<file path="config.mk">
export PLATFORM = sky130hd
export DESIGN_NAME = vadpcm_frame_decoder_unit
export DESIGN_NICKNAME = d
export VERILOG_FILES = /design/src/design/vfd_pkg.sv /design/src/design/vfd_ctrl.sv /design/src/design/vfd_dpath.sv /design/src/design/vadpcm_frame_decoder_unit.sv
export VERILOG_INCLUDE_DIRS = /design/src /design/src/design
export SDC_FILE = /design/constraint.sdc
export NUM_CORES = 2
export LEC_CHECK = 0
export BUFFER_PORTS_ARGS = -buffer_cell sky130_fd_sc_hd__buf_2
export CORE_ASPECT_RATIO = 1.5
export CORE_UTILIZATION = 30
export CTS_BUF_LIST = sky130_fd_sc_hd__clkbuf_16
export CTS_CLUSTER_SIZE = 12
export DETAILED_ROUTE_END_ITERATION = 7
export GPL_ROUTABILITY_DRIVEN = 0
export PLACE_DENSITY = 0.46
export SYNTH_ARGS = -nofsm -noshare
export SYNTH_HDL_FRONTEND = slang
export SYNTH_SLANG_ARGS = --single-unit
</file>
<file path="constraint.sdc">
create_clock -name i_clk -period 16.35 [get_ports i_clk]
set_input_delay 3.27 -clock i_clk [delete_from_list [all_inputs] [get_ports i_clk]]
set_output_delay 3.27 -clock i_clk [all_outputs]
set_load 0.01 [all_outputs]
</file>
<file path="src/design/assert_macros.svh">
// Assertion macros shared by the frame decoder modules.
// No dependencies; included inside the module bodies that check their own logic.
`ifndef ASSERT_MACROS_SVH
`define ASSERT_MACROS_SVH

// Same-cycle implication, disabled while the synchronous reset is asserted.
`define ASSERT_IMPLY(lbl, clk, rstn, ante, cons) \
    lbl: assert property (@(posedge clk) disable iff (!rstn) (ante) |-> (cons)) \
        else $error("assertion failed");

// Next-cycle implication, disabled while the synchronous reset is asserted.
`define ASSERT_NEXT(lbl, clk, rstn, ante, cons) \
    lbl: assert property (@(posedge clk) disable iff (!rstn) (ante) |=> (cons)) \
        else $error("assertion failed");

`endif

</file>
<file path="src/design/vfd_pkg.sv">
// Shared types and constants for the VADPCM frame decoder.
// No dependencies; imported by the controller, the datapath and the top level.
package vfd_pkg;

    localparam int BOOK_ENTRIES_DEF = 8;

    // Input tdata layout, lowest field first.
    localparam int COEF_ADDR_W  = 7;
    localparam int COEF_W       = 16;
    localparam int HEADER_W     = 8;
    localparam int PAYLOAD_W    = 64;
    localparam int S_TDATA_W    = 96;
    localparam int COEF_ADDR_LO = 0;
    localparam int COEF_VAL_LO  = COEF_ADDR_LO + COEF_ADDR_W;
    localparam int HEADER_LO    = COEF_VAL_LO + COEF_W;
    localparam int PAYLOAD_LO   = HEADER_LO + HEADER_W;

    localparam int SAMPLE_W     = 16;
    localparam int CODE_W       = 19;   // 4-bit code shifted left by up to 15
    localparam int ACC_W        = 32;
    localparam int ACC_SHIFT    = 11;

    localparam logic [2:0] SUB_LAST_SAMP = 3'd7;
    localparam logic [2:0] SUB_HIST_OLD  = 3'd6;

    localparam logic signed [SAMPLE_W-1:0] SAT_MAX = 16'sh7FFF;
    localparam logic signed [SAMPLE_W-1:0] SAT_MIN = 16'sh8000;

    // Item kinds carried on tuser.
    localparam logic ACT_WRITE  = 1'b0;
    localparam logic ACT_DECODE = 1'b1;

    // Multiplier operand source for one product term.
    typedef enum logic [1:0] {
        OP_OLDER,
        OP_NEWER,
        OP_CODE
    } t_opsel;

    // Controller to datapath commands.
    typedef struct packed {
        logic       start;     // latch a frame from the input transaction
        logic       wr;        // write one book coefficient
        logic       init;      // load the accumulator with the scaled code
        logic       issue;     // issue one product term into the MAC
        logic       emit;      // saturate and move the sample to the output
        logic       last;      // sixteenth sample of the frame
        logic [2:0] samp;      // sample index within the sub-frame
        logic       row;       // book row of the coefficient
        logic [2:0] col;       // book column of the coefficient
        t_opsel     opsel;
        logic [3:0] code_idx;  // code index within the frame
    } t_dp_cmd;

    // Datapath to controller status.
    typedef struct packed {
        logic pipe_empty;      // no product term in flight
        logic out_free;        // output register can take a sample now
    } t_dp_stat;

endpackage

</file>
<file path="src/design/vfd_ctrl.sv">
// Sequencing controller for the VADPCM frame decoder.
// Depends on vfd_pkg; drives the datapath through t_dp_cmd and reads t_dp_stat.
module vfd_ctrl (
    input  logic             i_clk,
    input  logic             i_rst_n,
    input  logic             i_s_tvalid,
    input  logic             i_s_tuser,
    output logic             o_s_tready,
    input  vfd_pkg::t_dp_stat i_stat,
    output vfd_pkg::t_dp_cmd  o_cmd
);
    import vfd_pkg::*;

    typedef enum logic [1:0] {
        S_IDLE,
        S_INIT,
        S_ISSUE,
        S_WAIT
    } t_state;

    t_state     r_state;
    logic       r_sub;
    logic [2:0] r_samp;
    logic [3:0] r_term;

    logic       w_accept;
    logic [3:0] w_term_max;
    logic [3:0] w_k;
    logic [3:0] w_src;
    logic       w_last;

    assign o_s_tready = (r_state == S_IDLE);
    assign w_accept   = i_s_tvalid & o_s_tready;
    assign w_term_max = {1'b0, r_samp} + 4'd1;
    // Term 2+k weights row 1 column k with code i-1-k of the sub-frame, i being the sample index.
    assign w_k        = r_term - 4'd2;
    assign w_src      = w_term_max - r_term;
    assign w_last     = r_sub & (r_samp == SUB_LAST_SAMP);

    always_comb begin
        o_cmd          = '0;
        o_cmd.samp     = r_samp;
        o_cmd.last     = w_last;
        o_cmd.col      = r_samp;
        o_cmd.opsel    = OP_OLDER;
        o_cmd.code_idx = {r_sub, r_samp};
        unique case (r_state)
            S_IDLE: begin
                o_cmd.start = w_accept & (i_s_tuser == ACT_DECODE);
                o_cmd.wr    = w_accept & (i_s_tuser == ACT_WRITE);
            end
            S_INIT: begin
                o_cmd.init = 1'b1;
            end
            S_ISSUE: begin
                o_cmd.issue = 1'b1;
                priority if (r_term == 4'd0) begin
                    o_cmd.row   = 1'b0;
                    o_cmd.opsel = OP_OLDER;
                end else if (r_term == 4'd1) begin
                    o_cmd.row   = 1'b1;
                    o_cmd.opsel = OP_NEWER;
                end else begin
                    o_cmd.row      = 1'b1;
                    o_cmd.col      = w_k[2:0];
                    o_cmd.opsel    = OP_CODE;
                    o_cmd.code_idx = {r_sub, w_src[2:0]};
                end
            end
            S_WAIT: begin
                o_cmd.emit = i_stat.pipe_empty & i_stat.out_free;
            end
            default: begin
                o_cmd = '0;
            end
        endcase
    end

    always_ff @(posedge i_clk) begin
        if (!i_rst_n) begin
            r_state <= S_IDLE;
            r_sub   <= 1'b0;
            r_samp  <= '0;
            r_term  <= '0;
        end else begin
            unique case (r_state)
                S_IDLE: begin
                    if (w_accept && i_s_tuser == ACT_DECODE) begin
                        r_state <= S_INIT;
                        r_sub   <= 1'b0;
                        r_samp  <= '0;
                    end
                end
                S_INIT: begin
                    r_term  <= '0;
                    r_state <= S_ISSUE;
                end
                S_ISSUE: begin
                    r_term <= r_term + 4'd1;
                    if (r_term == w_term_max) begin
                        r_state <= S_WAIT;
                    end
                end
                S_WAIT: begin
                    if (i_stat.pipe_empty && i_stat.out_free) begin
                        if (r_samp == SUB_LAST_SAMP) begin
                            r_samp <= '0;
                            if (r_sub) begin
                                r_state <= S_IDLE;
                            end else begin
                                r_sub   <= 1'b1;
                                r_state <= S_INIT;
                            end
                        end else begin
                            r_samp  <= r_samp + 3'd1;
                            r_state <= S_INIT;
                        end
                    end
                end
                default: begin
                    r_state <= S_IDLE;
                end
            endcase
        end
    end

    `include "assert_macros.svh"

    `ASSERT_NEXT(a_decode_starts, i_clk, i_rst_n, o_cmd.start, r_state == S_INIT && r_samp == 3'd0 && r_sub == 1'b0)
    `ASSERT_IMPLY(a_term_bound, i_clk, i_rst_n, r_state == S_ISSUE, r_term <= w_term_max)
    `ASSERT_NEXT(a_last_ends_frame, i_clk, i_rst_n, o_cmd.emit && o_cmd.last, r_state == S_IDLE)

endmodule

</file>
<file path="src/design/vfd_dpath.sv">
// Datapath of the VADPCM frame decoder: code book memory, three-stage MAC,
// history and output register. Depends on vfd_pkg; commanded by vfd_ctrl.
module vfd_dpath #(
    parameter int BOOK_ENTRIES = vfd_pkg::BOOK_ENTRIES_DEF
) (
    input  logic                           i_clk,
    input  logic                           i_rst_n,
    input  vfd_pkg::t_dp_cmd               i_cmd,
    output vfd_pkg::t_dp_stat              o_stat,
    input  logic [vfd_pkg::S_TDATA_W-1:0]  i_s_tdata,
    input  logic                           i_m_tready,
    output logic                           o_m_tvalid,
    output logic [vfd_pkg::SAMPLE_W-1:0]   o_m_tdata,
    output logic                           o_m_tlast
);
    import vfd_pkg::*;

    localparam int          DEPTH   = BOOK_ENTRIES * 16;
    localparam int          AW      = $clog2(DEPTH);
    localparam logic [8:0]  DEPTH_L = 9'(DEPTH);
    localparam logic [3:0]  ENT_MAX = 4'(BOOK_ENTRIES - 1);

    logic signed [COEF_W-1:0] mem [DEPTH];

    logic [COEF_ADDR_W-1:0]   w_waddr_in;
    logic signed [COEF_W-1:0] w_wdata;
    logic [HEADER_W-1:0]      w_header;
    logic [7:0]               w_waddr8;
    logic [7:0]               w_raddr8;
    logic                     w_we;
    logic signed [CODE_W-1:0] w_code;
    logic signed [CODE_W-1:0] w_opnd;
    logic signed [CODE_W+COEF_W-1:0] w_prod_full;
    logic signed [20:0]       w_shr;
    logic signed [SAMPLE_W-1:0] w_sat;

    logic [PAYLOAD_W-1:0]     r_payload;
    logic [3:0]               r_shift;
    logic [3:0]               r_entry;
    logic signed [COEF_W-1:0] r_rdata;
    logic                     r_s1_valid;
    logic signed [CODE_W-1:0] r_s1_opnd;
    logic                     r_s2_valid;
    logic [ACC_W-1:0]         r_prod;
    logic [ACC_W-1:0]         r_acc;
    logic signed [SAMPLE_W-1:0] r_hist_old;
    logic signed [SAMPLE_W-1:0] r_hist_new;
    logic signed [SAMPLE_W-1:0] r_hist_pend;
    logic                     r_out_valid;
    logic [SAMPLE_W-1:0]      r_out_data;
    logic                     r_out_last;

    // Signed nibble of the payload, scaled by the frame's code shift.
    function automatic logic signed [CODE_W-1:0] code_of(
        input logic [PAYLOAD_W-1:0] payload,
        input logic [3:0]           shift,
        input logic [3:0]           idx
    );
        logic [5:0]               top;
        logic [3:0]               nib;
        logic signed [CODE_W-1:0] v;
        top = 6'd63 - {idx, 2'b00};
        nib = payload[top -: 4];
        v   = {{(CODE_W-4){nib[3]}}, nib};
        return v <<< shift;
    endfunction

    assign w_waddr_in = i_s_tdata[COEF_ADDR_LO +: COEF_ADDR_W];
    assign w_wdata    = i_s_tdata[COEF_VAL_LO +: COEF_W];
    assign w_header   = i_s_tdata[HEADER_LO +: HEADER_W];
    assign w_waddr8   = {1'b0, w_waddr_in};
    assign w_we       = i_cmd.wr & ({2'b00, w_waddr_in} < DEPTH_L);
    assign w_raddr8   = {r_entry, i_cmd.row, i_cmd.col};

    assign w_code = code_of(r_payload, r_shift, i_cmd.code_idx);

    always_comb begin
        unique case (i_cmd.opsel)
            OP_OLDER: w_opnd = {{(CODE_W-SAMPLE_W){r_hist_old[SAMPLE_W-1]}}, r_hist_old};
            OP_NEWER: w_opnd = {{(CODE_W-SAMPLE_W){r_hist_new[SAMPLE_W-1]}}, r_hist_new};
            OP_CODE:  w_opnd = w_code;
            default:  w_opnd = '0;
        endcase
    end

    assign w_prod_full = r_s1_opnd * r_rdata;

    // Arithmetic shift by 11, then clamp to the 16-bit range.
    assign w_shr = r_acc[ACC_W-1:ACC_SHIFT];
    always_comb begin
        if (w_shr[20:15] == 6'b000000 || w_shr[20:15] == 6'b111111) begin
            w_sat = w_shr[SAMPLE_W-1:0];
        end else if (w_shr[20]) begin
            w_sat = SAT_MIN;
        end else begin
            w_sat = SAT_MAX;
        end
    end

    assign o_stat.pipe_empty = ~r_s1_valid & ~r_s2_valid;
    assign o_stat.out_free   = ~r_out_valid | i_m_tready;

    // Code book memory: one write port, one registered read port.
    always_ff @(posedge i_clk) begin
        if (w_we) begin
            mem[w_waddr8[AW-1:0]] <= w_wdata;
        end
        r_rdata <= mem[w_raddr8[AW-1:0]];
    end

    always_ff @(posedge i_clk) begin
        if (i_cmd.start) begin
            r_payload <= i_s_tdata[PAYLOAD_LO +: PAYLOAD_W];
            r_shift   <= w_header[7:4];
            r_entry   <= (w_header[3:0] > ENT_MAX) ? ENT_MAX : w_header[3:0];
        end
        r_s1_opnd <= w_opnd;
        r_prod    <= w_prod_full[ACC_W-1:0];
        if (i_cmd.init) begin
            r_acc <= {{(ACC_W-CODE_W-ACC_SHIFT){w_code[CODE_W-1]}}, w_code,
                      {ACC_SHIFT{1'b0}}};
        end else if (r_s2_valid) begin
            r_acc <= r_acc + r_prod;
        end
        if (i_cmd.emit) begin
            r_out_data <= w_sat;
            r_out_last <= i_cmd.last;
            if (i_cmd.samp == SUB_HIST_OLD) begin
                r_hist_pend <= w_sat;
            end
        end
    end

    always_ff @(posedge i_clk) begin
        if (!i_rst_n) begin
            r_s1_valid  <= 1'b0;
            r_s2_valid  <= 1'b0;
            r_out_valid <= 1'b0;
            r_hist_old  <= '0;
            r_hist_new  <= '0;
        end else begin
            r_s1_valid <= i_cmd.issue;
            r_s2_valid <= r_s1_valid;
            if (i_cmd.emit) begin
                r_out_valid <= 1'b1;
            end else if (i_m_tready) begin
                r_out_valid <= 1'b0;
            end
            if (i_cmd.emit && i_cmd.samp == SUB_LAST_SAMP) begin
                r_hist_old <= r_hist_pend;
                r_hist_new <= w_sat;
            end
        end
    end

    assign o_m_tvalid = r_out_valid;
    assign o_m_tdata  = r_out_data;
    assign o_m_tlast  = r_out_last;

    `include "assert_macros.svh"

    `ASSERT_IMPLY(a_emit_drained, i_clk, i_rst_n, i_cmd.emit, !r_s1_valid && !r_s2_valid)
    `ASSERT_NEXT(a_emit_shows, i_clk, i_rst_n, i_cmd.emit, o_m_tvalid)

endmodule

</file>
<file path="src/design/vadpcm_frame_decoder_unit.sv">
// Top level of the order-2 VADPCM frame decoder.
// Depends on vfd_pkg, vfd_ctrl and vfd_dpath.
//
// The unit takes one transaction on the slave stream and, for a decode item,
// returns sixteen signed 16-bit samples on the master stream, tlast marking
// the sixteenth. tuser selects the item kind: 0 writes one coefficient into
// the code book (BOOK_ENTRIES entries of two rows of eight coefficients),
// 1 decodes a 9-byte frame whose header high nibble is the code shift and
// whose low nibble picks the book entry, clamped to the last entry. A write
// beyond the book is ignored, and a frame must only use entries that have
// been written. History carries from frame to frame and is cleared by reset.
// A write item does not take the unit out of its idle state. A decode item
// occupies the unit until its last sample has moved to the output register;
// all products run through a single multiplier fed by the single read port
// of the code book, one product a cycle; sample i of a sub-frame needs i+2
// products, preceded by loading the accumulator and followed by draining the
// read-multiply-add pipeline. The output register lets the last sample of a
// frame wait while the next item is already accepted; a stalled master side
// holds the decoder in place.
module vadpcm_frame_decoder_unit #(
    parameter int BOOK_ENTRIES = vfd_pkg::BOOK_ENTRIES_DEF
) (
    input  logic                          i_clk,
    input  logic                          i_rst_n,
    input  logic                          s_axis_tvalid,
    output logic                          s_axis_tready,
    // tdata from bit 0: coef_address[6:0], coef_value[22:7],
    // frame_header[30:23], frame_payload[94:31], zero pad [95]
    input  logic [vfd_pkg::S_TDATA_W-1:0] s_axis_tdata,
    // tuser: action (0 = coefficient write, 1 = frame decode)
    input  logic                          s_axis_tuser,
    output logic                          m_axis_tvalid,
    input  logic                          m_axis_tready,
    // tdata from bit 0: sample[15:0]
    output logic [vfd_pkg::SAMPLE_W-1:0]  m_axis_tdata,
    // tlast: last_sample
    output logic                          m_axis_tlast
);
    import vfd_pkg::*;

    t_dp_cmd  w_cmd;
    t_dp_stat w_stat;

    // The controller sequences samples and product terms of each frame.
    vfd_ctrl u_ctrl (
        .i_clk      (i_clk),
        .i_rst_n    (i_rst_n),
        .i_s_tvalid (s_axis_tvalid),
        .i_s_tuser  (s_axis_tuser),
        .o_s_tready (s_axis_tready),
        .i_stat     (w_stat),
        .o_cmd      (w_cmd)
    );

    // The datapath holds the book, the MAC, the history and the result register.
    vfd_dpath #(
        .BOOK_ENTRIES (BOOK_ENTRIES)
    ) u_dpath (
        .i_clk      (i_clk),
        .i_rst_n    (i_rst_n),
        .i_cmd      (w_cmd),
        .o_stat     (w_stat),
        .i_s_tdata  (s_axis_tdata),
        .i_m_tready (m_axis_tready),
        .o_m_tvalid (m_axis_tvalid),
        .o_m_tdata  (m_axis_tdata),
        .o_m_tlast  (m_axis_tlast)
    );

endmodule
</file>
* Word-level counts from Yosys, hierarchy flattened
Memories as Yosys holds them, arrays and structs flattened. A register that Yosys moved wholly into a read port is not among the register bits.
Cells that the tools add are included.
** Operators by class
- $add $sub $neg :: 7
- Multipliers :: 1
- Order comparisons :: 1
- Equality and inequality tests :: 14
- Shift-type cells :: 2
- Muxes and demuxes :: 36
- Bitwise operators :: 11
- Reduce and logical (&&, ||, !) cells :: 16
** Operators with widths (count)
- 67-bit by 7-bit variable part select with 4-bit output :: 1
- 32-bit two-way mux :: 2
- 19-bit case mux with 3 select lines :: 1
- 32-bit adder :: 1
- 19-bit by 16-bit multiplier with 32-bit output :: 1
- 16-bit two-way mux :: 2
- 3-bit two-way mux :: 7
- 4-bit by 4-bit <<< shifter with 19-bit output :: 1
- 1-bit two-way mux :: 13
- 2-bit two-way mux :: 6
- 10-bit two-way mux :: 1
- 2-bit case mux with 4 select lines :: 1
- 4-bit case mux with 2 select lines :: 1
- 2-bit nonzero test :: 4
- 1-bit AND :: 6
- 2-bit == test, second input constant :: 3
- 3-bit == test, second input constant :: 2
- 6-bit == test, second input constant :: 1
- 6-bit zero test :: 1
- 2-bit by 1-bit inequality test with 1-bit output, second input constant :: 3
- 3-bit case mux with 2 select lines :: 1
- 3-bit AND reduction :: 2
- 6-bit subtractor, first input constant :: 1
- 3-bit by 1-bit adder with 4-bit output, second input constant :: 1
- other kinds (18) :: 25
** Word-level totals
- Bits in registers :: 232
- Memory bits (writable) :: 2048
- Bits of input ports :: 101
- Output and inout port bits :: 19
- Word-level logic and storage cells :: 108
- Memories :: 1
** Memories
- u_dpath.mem :: words 128, bits a word 16, read ports 1, clocked after Yosys merged registers in 1, write ports 1, RTL line vfd_dpath.sv:23 : logic signed [COEF_W-1:0] mem [DEPTH];

* Longest topological paths before layout
- Depth after elaboration :: 9
- Depth in mapped cells :: 26

* Hierarchy
From an unflattened synthesis, not the netlist that was laid out.
** Second synthesis, totals
- Cells, all modules :: 5220
- Area, all modules :: 99715.6 um^2
** Modules (own cells, without submodules)
- vfd_dpath :: instances 1, cells an instance 5115, area each 98858.6 um^2, sequential area each 67514.8 um^2
- vfd_ctrl :: instances 1, cells an instance 105, area each 857.1 um^2, sequential area each 200.2 um^2

* Worst setup path after synthesis
OpenSTA, ideal clock, no wires.
- Path type :: flip-flop to flip-flop
- Start :: reg u_dpath.r_rdata[7], read port of u_dpath.mem
- End :: reg u_dpath.r_prod[31]
- Setup time :: 0.072 ns
- Data arrival time :: 6.222 ns
- Data required time :: 16.278 ns
- Path slack :: 10.056 ns
- Cell stages (with the launch flop) :: 26
- Path buffers :: 2
- Period minus slack after synthesis :: 6.294 ns
- Cell sequence :: dfxtp_1 > clkbuf_1 > clkbuf_1 > nand2_1 > fa_1 > inv_1 > fa_1 > inv_1 > fa_1 > inv_1 > fa_1 > fa_1 > inv_1 > fa_1 > inv_1 > ha_1 > and3_1 > and3_1 > a211o_1 > a31oi_1 > nand3b_1 > a311oi_1 > o31ai_1 > o21bai_1 > a21oi_1 > xnor2_1
** On the way
- Cells in the longest elaborated chain, start to end :: 1
** Ends and longest elaborated chain
- start, declared :: RTL line vfd_dpath.sv:40 : logic signed [COEF_W-1:0] r_rdata;
- 19-bit by 16-bit multiplier with 32-bit output :: RTL line vfd_dpath.sv:86 : assign w_prod_full = r_s1_opnd * r_rdata;
- named net u_dpath.w_prod_full[31] :: RTL line vfd_dpath.sv:33 : logic signed [CODE_W+COEF_W-1:0] w_prod_full;
- end signal, assigned :: RTL line vfd_dpath.sv:118 : r_prod <= w_prod_full[ACC_W-1:0];
- end, declared :: RTL line vfd_dpath.sv:44 : logic [ACC_W-1:0] r_prod;
The timed path passes the listed nets, and every way through them passes these cells.
A chain may end at the register's enable or synchronous reset.

* Final worst setup path
- Start :: reg u_ctrl.r_term[1]
- End :: reg u_dpath.r_rdata[1], read port of u_dpath.mem
** On the way
- Cells in the longest elaborated chain, start to end :: 4
- Elaborated cells on any way between the ends :: 7
- Classes of those cells :: 1 x add/sub; 1 x eq/ne; 4 x mux; 1 x reduce/logical
** Ends and longest elaborated chain
- start, declared :: RTL line vfd_ctrl.sv:24 : logic [3:0] r_term;
- start signal, assigned :: RTL line vfd_ctrl.sv:99 : r_term <= r_term + 4'd1;
- 3-bit by 2-bit subtractor with 3-bit output / 4-bit by 1-bit == test with 1-bit output (equally long branches) :: RTL line vfd_ctrl.sv:36, vfd_ctrl.sv:60
- 3-bit two-way mux :: RTL line vfd_ctrl.sv:60 : end else if (r_term == 4'd1) begin
- 3-bit two-way mux :: RTL line vfd_ctrl.sv:57 : priority if (r_term == 4'd0) begin
- 10-bit two-way mux (*) :: RTL line vfd_ctrl.sv:47 : unique case (r_state)
Every way passes the cells marked *; elsewhere a longest branch is shown, timed or not.

==> reports/metrics.yaml <==
outcome: "completed"
final_common_cell: "nand2_1"
row_count: 264
h-tree-depth: 4
drv_cap: 0
tightest_slew_ns: 1.33
ys_warn_count: 0
reg2reg_depth: 16
numCtsBuffers: 233
synth-edff-count: 2173
critPathRequiredTime_ns: 17.03
hold_path.class: "reg -> reg"
final_max_slew_viol_count: 0
synth_seq_cells: 2296
maxSlewHeadroom: 0.110
dp.cells: 12800
period_share: 0.466
syn_area_per_cell_um2: 12.2
finalSetupViolCount: 0
dp_hpwl_mm: 191
highest_layer: "met5"
wl_met2_mm: 166
insertion_delay_ns: 0.89
max_freq_mhz: 131
placed_area_um2: 110000
firstDrtPassIters: 8
grt-ovfl-total: 0
drive_gt1_frac: 0.0757
ys_seq_area_frac: 0.653
post-route-drc-count: 0
min_period_ns: 7.62
wl_per_cell_um: 23.8
avgViaCountPerCell: 5.04
clk_path_buf_depth: 4
cts_resized: 0
reg2reg_slack_ns: 8.73
die_x_um: 482
drt-met1-wl_mm: 121
r2r_end: "u_dpath.r_rdata[1]$_DFF_P_"
die_y_um: 722
syn_area_um2: 104000
stdcell_count: 13200
antenna_found_initial: 10
stdcell_area_um2: 116000
setup_slack_ns: 8.73
fin_util: 0.338
crit_type: "reg -> reg"
power_density_nw_per_um2: 109
start_util: 0.301
p_total_mw: 12.6
nNetsFinal: 9029
ios: 120
rsz0062_at_grt: "no"
drt-total-wl_mm: 314
hold_path_end: "u_dpath.r_s2_valid$_SDFF_PN0_"
cp_max_fo: 67
cts_tree: "built"
postCtsSetupBuffers: 0
holdPathStages: 1
grt_pass1_vias: 67300
syn2layout_area_growth_pct: 12.2
ir_drop_mv: 0.0894
grt_max_degree: 159
setup.worst_path.end_class: "flip-flop"
fin_tns_setup_ns: 0
regToRegStartpoint: "u_ctrl.r_term[1]$_SDFFE_PN0P_"
detailedPlace.worstSlack_ns: 8.83
async_reset_ff_frac: 0
wl_met3_mm: 14.3
coreArea_um2: 344000
clk_pin_slew_worst_paths_ns: 0.06
yosysUniqueCellTypes: 86
drt_iter0_markers: 4966
final_cell_mix: "nand2_1, edfxtp_1, nand3_1, inv_1, a311oi_1"
worstPathArrival_ns: 8.31
cts_sinks: 2296
worstHoldStart: "u_dpath.r_s1_valid$_SDFF_PN0_"
p_leak_nw: 40.9
ys.flop_type: "edfxtp_1"
skew_ns: 0.0763
vias: 66400
cts-root-buf: "clkbuf_16"
holdWs_ns: 0.461
critPathLaunchType: "flip-flop"
antenna_left: 0
finalHoldViolCount: 0
grt_usage: 0.177
synth_nets: 9003
syn_inst: 8491
dieArea_um2: 348000
hold_buffers: 0
port_buffers: 118
grt_pass1_wl_mm: 458
-- worst max-delay path by stage --
stage / startpoint / end / slack (ns)
2_1_floorplan: u_dpath.r_rdata[7]$_DFF_P_ / u_dpath.r_prod[31]$_DFF_P_ / 10.06
3_3_place_gp: u_ctrl.r_term[1]$_SDFFE_PN0P_ / u_dpath.r_rdata[1]$_DFF_P_ / 8.83
3_5_place_dp: u_ctrl.r_term[1]$_SDFFE_PN0P_ / u_dpath.r_rdata[13]$_DFF_P_ / 8.83
4_1_cts: u_ctrl.r_term[1]$_SDFFE_PN0P_ / u_dpath.r_rdata[13]$_DFF_P_ / 8.80
5_1_grt: u_ctrl.r_term[1]$_SDFFE_PN0P_ / u_dpath.r_rdata[1]$_DFF_P_ / 8.51
6_report: u_ctrl.r_term[1]$_SDFFE_PN0P_ / u_dpath.r_rdata[1]$_DFF_P_ / 8.73
-- per-layer routing --
metal  up-vias  global-route usage
met1     33900               0.206
met2      1679               0.329
met5         -                   0
li1      30400                   -
met4         4              0.0652
met3       449              0.0222
-- Yosys cell counts, types with 5 or more instances --
| master | n | share of area |
|---|---|---|
| o31ai_1 | 6 | 0.00043 |
| nand3_1 | 544 | 0.026 |
| buf_2 | 124 | 0.0060 |
| o32ai_1 | 7 | 0.00059 |
| a211oi_1 | 77 | 0.0056 |
| a31oi_1 | 140 | 0.0084 |
| nor3_1 | 12 | 0.00058 |
| edfxtp_1 | 2173 | 0.63 |
| nand2_1 | 2370 | 0.086 |
| ha_1 | 128 | 0.015 |
| fa_1 | 283 | 0.055 |
| or2_2 | 5 | 0.00030 |
| nand2b_1 | 36 | 0.0022 |
| nor4_1 | 28 | 0.0017 |
| o21bai_1 | 10 | 0.00072 |
| o21a_1 | 13 | 0.00094 |
| nor2b_1 | 29 | 0.0017 |
| and3_1 | 270 | 0.016 |
| a221oi_1 | 5 | 0.00042 |
| nor2_1 | 200 | 0.0072 |
| a32oi_1 | 16 | 0.0014 |
| o21ai_1 | 16 | 0.00077 |
| a21oi_1 | 166 | 0.0080 |
| nor3b_1 | 5 | 0.00036 |
| o21ai_0 | 46 | 0.0022 |
| inv_1 | 360 | 0.013 |
| a21o_1 | 36 | 0.0026 |
| a21boi_0 | 33 | 0.0024 |
| clkbuf_1 | 382 | 0.014 |
| o2111a_1 | 8 | 0.00087 |
| nand4_1 | 7 | 0.00042 |
| buf_1 | 39 | 0.0014 |
| buf_4 | 8 | 0.00058 |
| xor2_1 | 20 | 0.0017 |
| xnor2_1 | 50 | 0.0042 |
| o2111ai_1 | 7 | 0.00059 |
| mux2i_1 | 38 | 0.0037 |
| o22ai_1 | 38 | 0.0023 |
| a311oi_1 | 393 | 0.033 |
| o211ai_1 | 6 | 0.00043 |
| and2_1 | 149 | 0.0090 |
| or3_1 | 7 | 0.00042 |
| a32o_1 | 6 | 0.00058 |
| dfxtp_1 | 123 | 0.024 |
-- critical path, stage by stage (launching register included) --
cell and delay (ns):
dfxtp_1 0.52, inv_1 0.15, ha_1 0.24, nor3b_4 0.15, buf_4 0.29, nor3_4 0.66, mux2i_4 0.49, buf_4 0.63
buf_4 0.64, buf_4 0.71, nand2_1 0.10, and3_1 0.19, a311oi_1 0.26, a31oi_1 0.13, a21oi_1 0.70, o22ai_1 0.32
nor4_1 1.05
-- report_power, final --
part / switching, mW / internal (mW)
logic: 0.785 / 0.349
registers: 0.121 / 6.54
clock network: 2.23 / 2.60
-- state kept, by name (all words and copies together), names as in the netlist, 4 cells and up --
name / count
u_dpath.mem: 2048
u_dpath.r_payload: 64
u_dpath.r_acc: 32
u_dpath.r_prod: 32
u_dpath.r_s1_opnd: 19
u_dpath.o_m_tdata: 16
u_dpath.r_hist_new: 16
u_dpath.r_hist_old: 16
u_dpath.r_hist_pend: 16
u_dpath.r_rdata: 16
u_ctrl.r_term: 4
u_dpath.r_shift: 4
-- layout make-up --
type | count | area (um^2)
fillers | 33900 | 228000
clock buffers | 234 | 5860
multi-input cells | 5273 | 32400
inverters | 365 | 1370
well taps | 4522 | 5660
repair buffers | 348 | 2620
clock inverters | 127 | 727
diodes | 6 | 15.0
flip-flops and latches | 2296 | 67700
-- cells by family (layout without fill, tap and decap cells) --
logic type | count (synthesis) | count (layout) | share of synthesized area
simple gates | 3681 | 3681 | 0.154
flops | 2296 | 2296 | 0.653
compound gates | 1060 | 1060 | 0.0755
buf+inv | 922 | 1074 | 0.0355
fa+ha+maj | 411 | 411 | 0.0701
xor+xnor | 72 | 72 | 0.00637
mux | 49 | 49 | 0.00532
other cells | 0 | 6 | 0
Power figures use the tool's default switching activity.
